`src/hw/rtl/dqsb_pkg.sv`:
```
package dqsb_pkg;

    localparam int DEFAULT_DEPTH = 16;
    localparam int DATA_W        = 32;
    localparam int CMD_DEPTH     = 2;

    // request codes on the func port
    localparam logic [1:0] FUNC_ENQ_ONE = 2'd0;
    localparam logic [1:0] FUNC_ENQ_TWO = 2'd1;
    localparam logic [1:0] FUNC_DEQ_ONE = 2'd2;
    localparam logic [1:0] FUNC_DEQ_TWO = 2'd3;

    // result status codes
    localparam logic [1:0] ST_DONE  = 2'd0;
    localparam logic [1:0] ST_FULL  = 2'd1;
    localparam logic [1:0] ST_EMPTY = 2'd2;

    typedef enum logic [1:0] {
        OP_ENQ_ONE,
        OP_ENQ_TWO,
        OP_DEQ_ONE,
        OP_DEQ_TWO
    } op_t;

    typedef struct packed {
        op_t                      op;
        logic signed [DATA_W-1:0] value;
    } cmd_t;

    typedef struct packed {
        logic full;
        logic empty;
    } fifo_status_t;

endpackage

```
`src/hw/rtl/dqsb_front.sv`:
```
module dqsb_front
(
    input  logic                               clk,
    input  logic                               rst_n,
    input  logic                               start,
    output logic                               busy,
    input  logic [1:0]                         func,
    input  logic signed [dqsb_pkg::DATA_W-1:0] value,
    input  dqsb_pkg::fifo_status_t             fifo_status,
    output logic                               push,
    output dqsb_pkg::cmd_t                     cmd
);

    logic           valid_reg;
    logic           valid_next;
    dqsb_pkg::cmd_t cmd_reg;
    dqsb_pkg::cmd_t cmd_next;
    logic           accept;

    assign busy   = valid_reg & fifo_status.full;
    assign push   = valid_reg & ~fifo_status.full;
    assign accept = start & ~busy;
    assign cmd    = cmd_reg;

    always_comb
    begin
        cmd_next.value = value;
        unique case (func)
            dqsb_pkg::FUNC_ENQ_ONE: cmd_next.op = dqsb_pkg::OP_ENQ_ONE;
            dqsb_pkg::FUNC_ENQ_TWO: cmd_next.op = dqsb_pkg::OP_ENQ_TWO;
            dqsb_pkg::FUNC_DEQ_ONE: cmd_next.op = dqsb_pkg::OP_DEQ_ONE;
            default:                cmd_next.op = dqsb_pkg::OP_DEQ_TWO;
        endcase
    end

    always_comb
    begin
        if (accept)
        begin
            valid_next = 1'b1;
        end
        else if (push)
        begin
            valid_next = 1'b0;
        end
        else
        begin
            valid_next = valid_reg;
        end
    end

    always_ff @(posedge clk or negedge rst_n)
    begin
        if (!rst_n)
        begin
            valid_reg <= 1'b0;
        end
        else
        begin
            valid_reg <= valid_next;
        end
    end

    always_ff @(posedge clk)
    begin
        if (accept)
        begin
            cmd_reg <= cmd_next;
        end
    end

endmodule

```
`src/hw/rtl/dqsb_cmd_fifo.sv`:
```
module dqsb_cmd_fifo
(
    input  logic                   clk,
    input  logic                   rst_n,
    input  logic                   push,
    input  dqsb_pkg::cmd_t         push_cmd,
    input  logic                   pop,
    output dqsb_pkg::cmd_t         pop_cmd,
    output dqsb_pkg::fifo_status_t status
);

    localparam int PTR_W = (dqsb_pkg::CMD_DEPTH > 1) ? $clog2(dqsb_pkg::CMD_DEPTH) : 1;
    localparam int CNT_W = $clog2(dqsb_pkg::CMD_DEPTH + 1);
    localparam logic [CNT_W-1:0] CNT_MAX = CNT_W'(dqsb_pkg::CMD_DEPTH);
    localparam logic [PTR_W-1:0] PTR_MAX = PTR_W'(dqsb_pkg::CMD_DEPTH - 1);

    dqsb_pkg::cmd_t   entries [dqsb_pkg::CMD_DEPTH];
    logic [PTR_W-1:0] wr_ptr_reg;
    logic [PTR_W-1:0] wr_ptr_next;
    logic [PTR_W-1:0] rd_ptr_reg;
    logic [PTR_W-1:0] rd_ptr_next;
    logic [CNT_W-1:0] count_reg;
    logic [CNT_W-1:0] count_next;
    logic             do_push;
    logic             do_pop;

    assign status.full  = (count_reg == CNT_MAX);
    assign status.empty = (count_reg == '0);
    assign do_push      = push & ~status.full;
    assign do_pop       = pop & ~status.empty;
    assign pop_cmd      = entries[rd_ptr_reg];

    always_comb
    begin
        wr_ptr_next = wr_ptr_reg;
        rd_ptr_next = rd_ptr_reg;
        count_next  = count_reg;
        if (do_push)
        begin
            wr_ptr_next = (wr_ptr_reg == PTR_MAX) ? '0 : wr_ptr_reg + 1'b1;
        end
        if (do_pop)
        begin
            rd_ptr_next = (rd_ptr_reg == PTR_MAX) ? '0 : rd_ptr_reg + 1'b1;
        end
        if (do_push && !do_pop)
        begin
            count_next = count_reg + 1'b1;
        end
        else if (do_pop && !do_push)
        begin
            count_next = count_reg - 1'b1;
        end
    end

    always_ff @(posedge clk or negedge rst_n)
    begin
        if (!rst_n)
        begin
            wr_ptr_reg <= '0;
            rd_ptr_reg <= '0;
            count_reg  <= '0;
        end
        else
        begin
            wr_ptr_reg <= wr_ptr_next;
            rd_ptr_reg <= rd_ptr_next;
            count_reg  <= count_next;
        end
    end

    always_ff @(posedge clk)
    begin
        if (do_push)
        begin
            entries[wr_ptr_reg] <= push_cmd;
        end
    end

endmodule

```
`src/hw/rtl/dqsb_back.sv`:
```
module dqsb_back
#(
    parameter int DEPTH = dqsb_pkg::DEFAULT_DEPTH
)
(
    input  logic                               clk,
    input  logic                               rst_n,
    input  dqsb_pkg::fifo_status_t             fifo_status,
    input  dqsb_pkg::cmd_t                     cmd,
    output logic                               pop,
    output logic                               done,
    output logic signed [dqsb_pkg::DATA_W-1:0] data,
    output logic [1:0]                         status
);

    localparam int PW = $clog2(DEPTH + 1);
    localparam int AW = (DEPTH > 1) ? $clog2(DEPTH) : 1;
    localparam logic [PW-1:0] TOP      = PW'(DEPTH);
    localparam logic [PW-1:0] TOP_LAST = PW'(DEPTH - 1);

    // queue one pointers are kept plus one so that the empty marker is zero
    logic [PW-1:0] h1_reg, h1_next;
    logic [PW-1:0] t1_reg, t1_next;
    logic [PW-1:0] h2_reg, h2_next;
    logic [PW-1:0] t2_reg, t2_next;

    logic signed [dqsb_pkg::DATA_W-1:0] mem [DEPTH];
    logic signed [dqsb_pkg::DATA_W-1:0] rd_data_reg;

    logic          done_reg;
    logic [1:0]    status_reg, status_next;
    logic          deq_ok_reg, deq_ok_next;
    logic          full;
    logic          wr_en, rd_en;
    logic [AW-1:0] wr_addr, rd_addr;

    assign pop  = ~fifo_status.empty;
    // t1_reg already holds tail one plus one
    assign full = (t1_reg == t2_reg);

    always_comb
    begin
        h1_next     = h1_reg;
        t1_next     = t1_reg;
        h2_next     = h2_reg;
        t2_next     = t2_reg;
        status_next = dqsb_pkg::ST_DONE;
        deq_ok_next = 1'b0;
        wr_en       = 1'b0;
        rd_en       = 1'b0;
        wr_addr     = t1_reg[AW-1:0];
        rd_addr     = h2_reg[AW-1:0];
        unique case (cmd.op)
            dqsb_pkg::OP_ENQ_ONE:
            begin
                if (full || t1_reg == TOP)
                begin
                    status_next = dqsb_pkg::ST_FULL;
                end
                else
                begin
                    if (h1_reg == '0)
                    begin
                        h1_next = PW'(1);
                    end
                    t1_next = t1_reg + 1'b1;
                    wr_en   = pop;
                    wr_addr = t1_reg[AW-1:0];
                end
            end
            dqsb_pkg::OP_ENQ_TWO:
            begin
                if (full || t2_reg == '0)
                begin
                    status_next = dqsb_pkg::ST_FULL;
                end
                else
                begin
                    if (h2_reg == TOP)
                    begin
                        h2_next = TOP_LAST;
                    end
                    t2_next = t2_reg - 1'b1;
                    wr_en   = pop;
                    wr_addr = t2_next[AW-1:0];
                end
            end
            dqsb_pkg::OP_DEQ_ONE:
            begin
                if (h1_reg == '0)
                begin
                    status_next = dqsb_pkg::ST_EMPTY;
                end
                else
                begin
                    deq_ok_next = 1'b1;
                    rd_en       = pop;
                    rd_addr     = AW'(h1_reg - 1'b1);
                    if (h1_reg == t1_reg)
                    begin
                        h1_next = '0;
                        t1_next = '0;
                    end
                    else
                    begin
                        h1_next = h1_reg + 1'b1;
                    end
                end
            end
            default:
            begin
                if (h2_reg == TOP)
                begin
                    status_next = dqsb_pkg::ST_EMPTY;
                end
                else
                begin
                    deq_ok_next = 1'b1;
                    rd_en       = pop;
                    rd_addr     = h2_reg[AW-1:0];
                    if (h2_reg == t2_reg)
                    begin
                        h2_next = TOP;
                        t2_next = TOP;
                    end
                    else
                    begin
                        h2_next = h2_reg - 1'b1;
                    end
                end
            end
        endcase
    end

    always_ff @(posedge clk or negedge rst_n)
    begin
        if (!rst_n)
        begin
            h1_reg     <= '0;
            t1_reg     <= '0;
            h2_reg     <= TOP;
            t2_reg     <= TOP;
            done_reg   <= 1'b0;
            status_reg <= dqsb_pkg::ST_DONE;
            deq_ok_reg <= 1'b0;
        end
        else
        begin
            done_reg <= pop;
            if (pop)
            begin
                h1_reg     <= h1_next;
                t1_reg     <= t1_next;
                h2_reg     <= h2_next;
                t2_reg     <= t2_next;
                status_reg <= status_next;
                deq_ok_reg <= deq_ok_next;
            end
        end
    end

    always_ff @(posedge clk)
    begin
        if (wr_en)
        begin
            mem[wr_addr] <= cmd.value;
        end
        if (rd_en)
        begin
            rd_data_reg <= mem[rd_addr];
        end
    end

    assign done   = done_reg;
    assign status = status_reg;
    assign data   = deq_ok_reg ? rd_data_reg : '0;

endmodule

```
`src/hw/rtl/dual_queue_shared_buffer.sv`:
```
// channel   ports                  transfer
// request   start, func, value     start high and busy low at a rising edge
// result    done, data, status     done high for one cycle, taken at its closing edge
//
// requests pass the front register and command queue; the back stage registers each result
// one request per cycle sustained while busy is low; the back stage updates pointers and
// does one buffer access per cycle, with the read word registered out of the buffer memory
// busy rises only when the front register and the command queue are both full
// rst_n clears all pointers to empty and drops done; buffer contents are not cleared
// the receiver cannot stall, so results never back up into the block
module dual_queue_shared_buffer
#(
    parameter int DEPTH = dqsb_pkg::DEFAULT_DEPTH
)
(
    input  logic                               clk,
    input  logic                               rst_n,
    input  logic                               start,
    output logic                               busy,
    input  logic [1:0]                         func,
    input  logic signed [dqsb_pkg::DATA_W-1:0] value,
    output logic                               done,
    output logic signed [dqsb_pkg::DATA_W-1:0] data,
    output logic [1:0]                         status
);

    dqsb_pkg::fifo_status_t fifo_status;
    dqsb_pkg::cmd_t         push_cmd;
    dqsb_pkg::cmd_t         pop_cmd;
    logic                   push;
    logic                   pop;

    dqsb_front u_front
    (
        .clk         (clk),
        .rst_n       (rst_n),
        .start       (start),
        .busy        (busy),
        .func        (func),
        .value       (value),
        .fifo_status (fifo_status),
        .push        (push),
        .cmd         (push_cmd)
    );

    dqsb_cmd_fifo u_cmd_fifo
    (
        .clk      (clk),
        .rst_n    (rst_n),
        .push     (push),
        .push_cmd (push_cmd),
        .pop      (pop),
        .pop_cmd  (pop_cmd),
        .status   (fifo_status)
    );

    dqsb_back #(.DEPTH(DEPTH)) u_back
    (
        .clk         (clk),
        .rst_n       (rst_n),
        .fifo_status (fifo_status),
        .cmd         (pop_cmd),
        .pop         (pop),
        .done        (done),
        .data        (data),
        .status      (status)
    );

endmodule
```
`config.mk`:
```
export PLATFORM = sky130hd
export DESIGN_NAME = dual_queue_shared_buffer
export DESIGN_NICKNAME = d
export VERILOG_FILES = /design/src/hw/rtl/dqsb_pkg.sv /design/src/hw/rtl/dqsb_front.sv /design/src/hw/rtl/dqsb_cmd_fifo.sv /design/src/hw/rtl/dqsb_back.sv /design/src/hw/rtl/dual_queue_shared_buffer.sv
export SDC_FILE = /design/constraint.sdc
export NUM_CORES = 1
export LEC_CHECK = 0
export ABC_AREA = 1
export BUFFER_PORTS_ARGS = -buffer_cell sky130_fd_sc_hd__buf_2
export CORE_UTILIZATION = 55
export CTS_BUF_LIST = sky130_fd_sc_hd__clkbuf_8 sky130_fd_sc_hd__clkbuf_16
export DETAILED_ROUTE_END_ITERATION = 8
export GPL_ROUTABILITY_DRIVEN = 0
export PLACE_DENSITY_LB_ADDON = 0.05
export REMOVE_ABC_BUFFERS = 1
export SLEW_MARGIN = 30
export SYNTH_ARGS = -nofsm -noshare
export SYNTH_HDL_FRONTEND = slang
export SYNTH_SLANG_ARGS = --single-unit
export TNS_END_PERCENT = 1
```
`constraint.sdc`:
```
create_clock -name clk -period 4 [get_ports clk]
set_clock_uncertainty 0.2 [all_clocks]
set_input_delay 0.4 -clock clk [delete_from_list [all_inputs] [get_ports clk]]
set_output_delay 0.4 -clock clk [all_outputs]
set_load 0.01 [all_outputs]
```
# --- Word-level counts from Yosys, hierarchy flattened ---
# Memory sizes are Yosys's and may differ from the RTL's. A register that Yosys moved wholly into a read port is not among the register bits.
# Cells that the tools add are included.
word_totals:
  regBits: 63
  mem_bits_rw: 580
  input_bits: 37
  out_inout_bits: 36
  memories: 2
mem_list:
  columns: ["name", "depth", "width", "rd", "rd_clocked_by_memory_dff", "wr", "line", "source"]
  rows:
  - ["u_back.mem", 16, 32, 1, 1, 1, "dqsb_back.sv:27", "logic signed [dqsb_pkg::DATA_W-1:0] mem [DEPTH];"]
  - ["u_cmd_fifo.entries", 2, 34, 1, 0, 1, "dqsb_cmd_fifo.sv:17", "dqsb_pkg::cmd_t entries [dqsb_pkg::CMD_DEPTH];"]
classes:
  add_sub_neg: 9
  n_eq_ne: 17
  mux: 48
  bitwise: 8
  reduce_logical: 20
op_table:
  columns: ["operator", "n"]
  rows:
  - ["$mux 5", 14]
  - ["$pmux 5 s2", 4]
  - ["$mux 32", 1]
  - ["$reduce_and 5->1", 4]
  - ["$mux 1", 16]
  - ["$mux 4", 4]
  - ["$eq 5x5->1", 3]
  - ["$pmux 2 s3", 2]
  - ["$add 5x1->5 const B", 2]
  - ["$eq 5x5->1 const B", 2]
  - ["$logic_not 5->1", 2]
  - ["$sub 5x1->5 const B", 2]
  - ["$mux 2", 4]
  - ["$ne 2x2->1 const B", 4]
  - ["$reduce_bool 2->1", 4]
  - ["$eq 2x2->1 const B", 3]
  - ["$logic_not 2->1", 3]
  - ["$ne 2x1->1 const B", 3]
  - ["$pmux 1 s2", 3]
  - ["$and 1x1->1", 4]
  - ["$eq 2x1->1 const B", 2]
  - ["$not 1->1", 4]
  - ["$reduce_or 2->1", 2]
  - ["$sub 4x1->4 const B", 1]
  - ["6 further kinds", 9]

# --- Longest topological paths before layout ---
# Gate-level depths: netlist of the first run.
depth:
  depth_word: 8
  depth_mapped: 16
  ltp_nobuf: 14

# --- Modules after synthesis ---
# A second synthesis of the first run with hierarchy kept.
hier_totals:
  hier_cells: 2787
  area_unflattened_um2: 29295.6
by_module_without_submodules:
  columns: ["module", "instances", "cells_each", "area_each_um2", "seq_area_each_um2"]
  rows:
  - ["dqsb_back", 1, 2534, 25503.2, 16938.7]
  - ["dqsb_cmd_fifo", 1, 209, 2711.4, 2142.1]
  - ["dqsb_front", 1, 44, 1081.0, 1046.0]

# --- Worst setup path before layout of the first run ---
# No wires, ideal clock.
synth_path:
  kind: "reg2reg"
  startpoint: "reg u_cmd_fifo.rd_ptr_reg"
  endpoint: "mem u_back.mem[13][0] in the netlist's numbering, enable pin"
  setup_time_ns: 0.421
  t_arrival_ns: 2.847
  required_ns: 3.379
  slack_ns: 0.532
  path_stages_with_launch: 9
  n_path_buf: 1
  period_less_slack_ns: 3.468
  path_cell_list: "dfrtp_1 > buf_6 > nand2_1 > nand2_4 > nor2_4 > nand3_2 > a21oi_1 > nand3_1 > nor2_1"
synth_via:
  elab_chain_len: 5
  word_cells_on_any_way: 7
  cone_classes: "eq/ne: 1; mux: 4; reduce/logical: 1; memory: 1"
synth_lines:
  columns: ["element", "line", "source"]
  rows:
  - ["start, declared", "dqsb_cmd_fifo.sv:20", "logic [PTR_W-1:0] rd_ptr_reg;"]
  - ["start signal, assigned", "dqsb_cmd_fifo.sv:67", "rd_ptr_reg <= rd_ptr_next;"]
  - ["$mem_v2 2x34 *", null, null]
  - ["$eq 2x1->1 or $logic_not 2->1 (tied branches)", "dqsb_back.sv:53", "unique case (cmd.op)"]
  - ["$pmux 1 s2", "dqsb_back.sv:53", null]
  - ["$mux 1", "dqsb_back.sv:164", "if (wr_en)"]
  - ["$mux 1 (implied by the code)", "dqsb_back.sv:166", "mem[wr_addr] <= cmd.value;"]
  - ["end, declared", "dqsb_back.sv:27", null]
# Every way passes the cells marked *; elsewhere a longest branch is shown, timed or not.

# --- Worst setup path in the final report of the first run ---
layout_path:
  startpoint: "reg u_cmd_fifo.rd_ptr_reg"
  endpoint: "mem u_back.mem[6][16] in the netlist's numbering, enable pin"
# The elaborated chain is that of the path after synthesis.

==> results of run 1 <==
## cells in the final DEF, fill, tap and decap left out, types with 8 or more instances in the layout
master	netlist	routed
a21oi_1	12	12
nand4_1	8	8
o21ai_0	19	19
nand3_1	534	534
nor2_1	37	19
nand3b_1	36	36
ha_1	9	9
nor2_4	2	20
dfrtp_1	27	26
edfxtp_1	646	646
clkbuf_16	0	75
buf_12	0	15
dlygate4sd3_1	0	36
nand2_1	630	627
buf_2	70	72
clkinv_2	0	10
xor2_1	13	13
buf_4	22	41
clkinv_1	0	15
inv_1	550	570
xnor2_1	14	14
## cell type report
type	count	area (sq um)	area share
Clock buffer	75	1880	0.0567
Clock inverter	57	363	0.0110
Inverter	554	2090	0.0631
Multi-Input combinational cell	1343	6440	0.195
Sequential cell	675	20100	0.608
Tap cell	680	851	0.0257
Timing Repair Buffer	164	1330	0.0402
## logic make-up (layout without fill, tap and decap cells)
kind of cell             after synthesis  after routing
XOR/XNOR                              27             27
flip-flops                           675            675
AO/OA/AOI/OAI                         41             41
buffers and inverters                683            850
adder cells (fa/ha/maj)                9              9
AND/OR/NAND/NOR                     1266           1266
## final timing paths
kind / endpoint / slack [ns] / depth (start not counted)
setup reg to reg: u_back.mem[6][16] / 0.47 / 8
hold reg to reg: u_cmd_fifo.entries[0][22] / 0.24 / 0
setup / recovery: u_back.mem[6][16] / 0.47 / 8
hold / removal: u_front.valid_reg / 0.18 / 2
min in group clk: u_cmd_fifo.entries[0][22] / 0.24 / 0
max in group asynchronous: u_cmd_fifo.rd_ptr_reg / 2.94 / 2
## critical path, delay by kind of cell, from the launching register on
kind,cells,cell delay (ns)
AO/OA/AOI/OAI,2,0.55
AND/OR/NAND/NOR,4,0.87
buffers and inverters,2,0.88
flip-flops,1,0.61
## metal layers
metal	wire length (microns)	share of wire	up-vias	global-route usage
met3	4330	0.061	112	0.0351
met1	30900	0.43	9420	0.375
met5	0	0	-	0
met2	34800	0.49	671	0.453
li1	-	-	9042	-
met4	1490	0.021	0	0.0882
## power breakdown
part	internal [W]	switching [W]
Sequential	0.0105	0.000510
Clock	0.00365	0.00270
Combinational	0.00323	0.00878
## metrics by stage
step / total power [W] / utilization / hold WS [ns] / setup WS [ns] / TNS, ns
floorplan: 0.0183 / - / -0.0956 / -2.48 / -139.45
global placement: 0.0228 / 0.588 / 0.223 / 0.596 / 0
detailed placement: 0.0231 / 0.588 / 0.233 / 0.569 / 0
CTS: 0.0295 / 0.638 / 0.175 / 0.468 / 0
global route: 0.0310 / 0.638 / 0.244 / 0.249 / 0
finish: 0.0293 / 0.638 / 0.179 / 0.468 / 0
==> results.md, run 1 <==
* Via Count at between 15000 and 20000
* Max Fclk at between 200 and 300 MHz
* Synth top cells by count: 646 x edfxtp_1, 630 x nand2_1, 550 x inv_1, 534 x nand3_1, 70 x buf_2
* Vias/cell at 5.42
* Skew-Pair Late Insertion Delay at just over 0.6 ns
* Syn Inst Count at around 2700
* Post-Route WL at 71500 microns
* Grt ovf at 0
* Worst slew pin tran at between 0.7 and 0.8 ns
* Critical path class: register to register
* Post_cts resized at 0
* Initial DRC Count at 1833
* Synth Area in Adders at 0.00387
* GR Util All Layers at 0.273
* Status: completed
* Synth top area cells: edfxtp_1 67%, nand3_1 9.2%, nand2_1 8.1%
* DP Wirelength at ~40000 microns
* Dpl cell area at between 30000 and 40000 sq um
* Clk pin slew, worst setup/hold paths at roughly 0.060 ns
* Worst path cell trace: buf_4 > o21ai_0 > nor2_1 > nand3_1 > a21oi_1 > nand3b_1 > nor2_4 > buf_4
* Min-Delay Path Class: input pin to asynchronous set/reset pin
* Initial antenna violation count at 0
* Vias in the first global route at ~19000
* Max VDD drop at slightly above 800 uV
* Cell Area, Synth at between 20000 and 30000 sq um
* Pwr dens at slightly below 900 nW/um^2
* Root Buffer: clkbuf_16
* Required @ worst endpoint at roughly 4.0 ns
* Final #Nets at 2857
* Synth Area in Compound Gates at 0.00756
* Mux contribution to synthesized area at 0
* CP Capture Type: register
* Post-synth top area cell: edfxtp_1
* Largest family of logic cells by synthesized area: simple AND/OR/NAND/NOR gates
* Final std cell area, no fill at 33100 sq um
* Die area at 53900 sq um
* Crit path largest cell delay at just over 0.6 ns
* Yosys cell types at 37
* Seq/Total Area, Yosys at 0.691
* Clk sink count at approximately 680
* Total core area at around 52000 sq um
* Share of the synthesized area in the top cell type at 0.666
* CP max FO at 32
* Xor/xnor cell area share of the yosys netlist at 0.00812
* Max Cap Viol at 0
* Fillcell total at slightly above 4000
* IO buf count at 72
* Max_slew headroom at 0.505
* N_diodes at 0
* Slowest CP cell: dfrtp_2
* Ports at 73
* Initial Util at 0.562
* Final worst path period share at 0.883
* Yosys warnings at 0
* Post-CTS Hold Buffers at 36
* Simple-Gate Fraction of Synth Area at 0.195
* CTS tree: yes
* Clk buf depth at 3
* Site Rows at 83
* Start of the worst register-to-register path: u_cmd_fifo.rd_ptr_reg
* Data arrival, critical path at ~3.6 ns
* Main flop type after synthesis: edfxtp_1
* Layout area overhead at 13.5%
* Total CTS buffers at 73
* Fin. Hold Viols at 0
* CP Launch Type: register
* Ratio of cells with drive above 1 in the final layout at 0.0952
* Die W at 232 microns
* First-pass GRT wire length at 110000 microns
* Fraction of registers with async set or reset after synthesis at 0.0430
* Max-slew violations at 0
* Largest net degree at the start of global routing at between 70 and 80
* Number of flops mapped to enable cells by yosys at between 600 and 700
* Fin cells at 3548
* RSZ-0062 raised after global routing: false
* Antenna viol nets, final at 0
* Post-CTS Setup Inserts at 0
* Avg Synthesized Cell Area at roughly 11 sq um
* DR WL/cell at ~20 microns
* Most common cell in the synthesized netlist: edfxtp_1
* Worst setup path start: u_cmd_fifo.rd_ptr_reg
* Most frequent CP cell: buf_4
* H-tree depth at 3
* Drt pass-1 iters at 6
* Seq cells post-synth at slightly below 700
* Die height at around 230 microns
* Leak at ~14 nW
* Placed insts at 3380
* Largest register FFs at about 510
* # DRC at 0
* Finish-stage setup viols at 0
* Crit path time final at between 3 and 4 ns
Power figures use the tool's default switching activity.
==> inputs of run 2 (changes only) <==
--- a/config.mk
+++ b/config.mk
@@ -7,7 +7,7 @@
 export LEC_CHECK = 0
 export ABC_AREA = 1
 export BUFFER_PORTS_ARGS = -buffer_cell sky130_fd_sc_hd__buf_2
-export CORE_UTILIZATION = 55
+export CORE_UTILIZATION = 62
 export CTS_BUF_LIST = sky130_fd_sc_hd__clkbuf_8 sky130_fd_sc_hd__clkbuf_16
 export DETAILED_ROUTE_END_ITERATION = 8
 export GPL_ROUTABILITY_DRIVEN = 0
==> constraint.sdc (replaced) <==
create_clock -name clk -period 4 [get_ports clk]
set_clock_uncertainty 0.2 [all_clocks]
set_input_delay 0.4 -clock clk [delete_from_list [all_inputs] [get_ports clk]]
set_output_delay 0.4 -clock clk [all_outputs]
set_load 0.05 [all_outputs]
==> run 2 against run 1 <==
Against the previous run: cell area shrank 0.67%; utilization grew 6.9 points; global-route usage grew 2.9 points; sequential power is essentially flat; final cell count shrank 2.5%; worst hold slack gained 0.0084 ns; critical path depth is the same; die area shrank 11%; clock power shrank 5.4%; clock-buffer cell count shrank 2; fmax grew 5.6%; via count grew 0.41%; critical endpoint is now u_back.mem[13][12].
==> results.md, run 2 (synthesis results as in run 1) <==
* DP Wirelength at slightly below 40000 microns
* Max-slew violations at 0
* Vias/cell at between 5 and 6
* Post_cts resized at 0
* First-pass GRT wire length at between 100000 and 150000 microns
* Largest net degree at the start of global routing at roughly 130
* Die area at around 48000 sq um
* CP Launch Type: register
* Clk sink count at between 600 and 700
* Final worst path period share at 0.836
* Vias in the first global route at ~19000
* H-tree depth at 3
* Most common cell after layout, fill and taps aside: edfxtp_1
* Layout area overhead at 12.8%
* Critical Path Sink: u_back.mem[13][12]
* Start of the worst register-to-register path: u_cmd_fifo.rd_ptr_reg
* R2R Setup Slk at 0.66 ns
* Grt ovf at 0
* Metal-1 WL at ~29000 microns
* Levels on crit path at 8
* Max Cap Viol at 0
* Initial Util at 0.627
* Crit path largest cell delay at roughly 0.67 ns
* Via Count at 19324
* Min-Delay Path Class: input pin to asynchronous set/reset pin
* Final hold slack at roughly 0.19 ns
* Ratio of cells with drive above 1 in the final layout at 0.0894
* Worst R2R Path Depth at 8
* Worst R2R End: u_back.mem[13][12]
* Antenna viol nets, final at 0
* Final Util at 0.707
* IO buf count at between 70 and 80
* Largest register FFs at around 510
* Root Buffer: clkbuf_16
* Buf/Inv on CP at 1
* Clk buf depth at 3
* Data arrival, critical path at around 3.4 ns
* Worst slew pin tran at 1.09 ns
* Final #Nets at ~2900
* RSZ-0062 raised after global routing: false
* Critical path class: register to register
* GR Util All Layers at 0.303
* Leak at roughly 14 nW
* CP max FO at 14
* Max_slew headroom at 0.277
* Final setup margin at 0.656 ns
* Fillcell total at between 3000 and 4000
* Status: completed
* # DRC at 0
* Initial DRC Count at around 2100
* Die height at 219 microns
* Top delay family on crit path: simple AND/OR/NAND/NOR gates
* Crit path time final at approximately 3.3 ns
* Most frequent CP cell: nor2_4
* N_diodes at 0
* CTS tree: yes
* Total CTS buffers at 70
* Drt pass-1 iters at 6
* Overall Power at about 0.029 W
* Slowest CP cell: nor2_4
* Fin. Hold Viols at 0
* Routed met3 length at 5450 microns
* CP Capture Type: register
* Max Fclk at about 300 MHz
* Commonest cells after routing, fill and taps aside: 646 x edfxtp_1, 627 x nand2_1, 575 x inv_1, 534 x nand3_1, 73 x clkbuf_16
* Met2 routed WL at roughly 34000 microns
* Max VDD drop at about 840 uV
* Total core area at 46500 sq um
* Worst setup path start: u_cmd_fifo.rd_ptr_reg
* Pwr dens at between 800 and 900 nW/um^2
* DR top layer: met4
* Worst path cell trace: nand2_1 > nand2_4 > nor2_4 > nand3_2 > a21oi_1 > nand3_1 > nor2_4 > buf_4
* Clk pin slew, worst setup/hold paths at approximately 0.060 ns
* DR WL/cell at between 20 and 25 microns
* Post-Route WL at approximately 70000 microns
* Setup WS pre-CTS at 0.694 ns
* Skew-Pair Late Insertion Delay at 0.60 ns
* Setup TNS at 0 ns
* Ports at 73
* Initial antenna violation count at 0
* Site Rows at 79
* Finish-stage setup viols at 0
* Required @ worst endpoint at 4.10 ns
* Die W at ~220 microns
## run 2: timing repair
item                      CTS  global route
hold endpoints to repair   62             0
buffers inserted            0             0
hold buffers               36             0
## run 2: worst min-delay path by stage
| stage | endpoint | slack, ns | cells past startpoint |
|---|---|---|---|
| 2_1_floorplan | u_back.deq_ok_reg | -0.1 | 0 |
| 3_5_place_dp | u_cmd_fifo.entries[1][28] | 0.23 | 0 |
| 5_1_grt | u_back.h2_reg[3] | 0.23 | 2 |
| 4_1_cts | u_back.h2_reg[3] | 0.19 | 2 |
| 3_3_place_gp | u_cmd_fifo.entries[0][3] | 0.22 | 0 |
| 6_report | u_back.t1_reg[2] | 0.19 | 2 |
## run 2: final cells by class
class,count,area (sq um),area share
clock inverter,45,259,0.00788
timing repair buffer,161,1360,0.0413
sequential,675,20100,0.613
inverter,554,2090,0.0635
clock buffer,73,1830,0.0556
tap,607,759,0.0231
multi-input combinational,1343,6440,0.196
## run 2: layer usage
| metal | global-route usage | vias to the layer above |
|---|---|---|
| li1 | - | 9023 |
| met1 | 0.403 | 9339 |
| met2 | 0.503 | 805 |
| met3 | 0.0485 | 157 |
| met4 | 0.117 | 0 |
| met5 | 0 | - |
## run 2: where the power goes
group,switching [W],internal (W),leakage [nW]
sequential,0.000499,0.0105,6.26
combinational,0.00912,0.00316,6.82
clock,0.00256,0.00346,1.12
total,0.0122,0.0171,14.2
## run 2: through the flow
step / instances / cell area (sq um)
2_1_floorplan: 2572 / 28500
3_3_place_gp: 3304 / 30400
3_5_place_dp: 3304 / 30400
4_1_cts: 3458 / 32900
5_1_grt: 3458 / 32900
6_report: 3458 / 32900
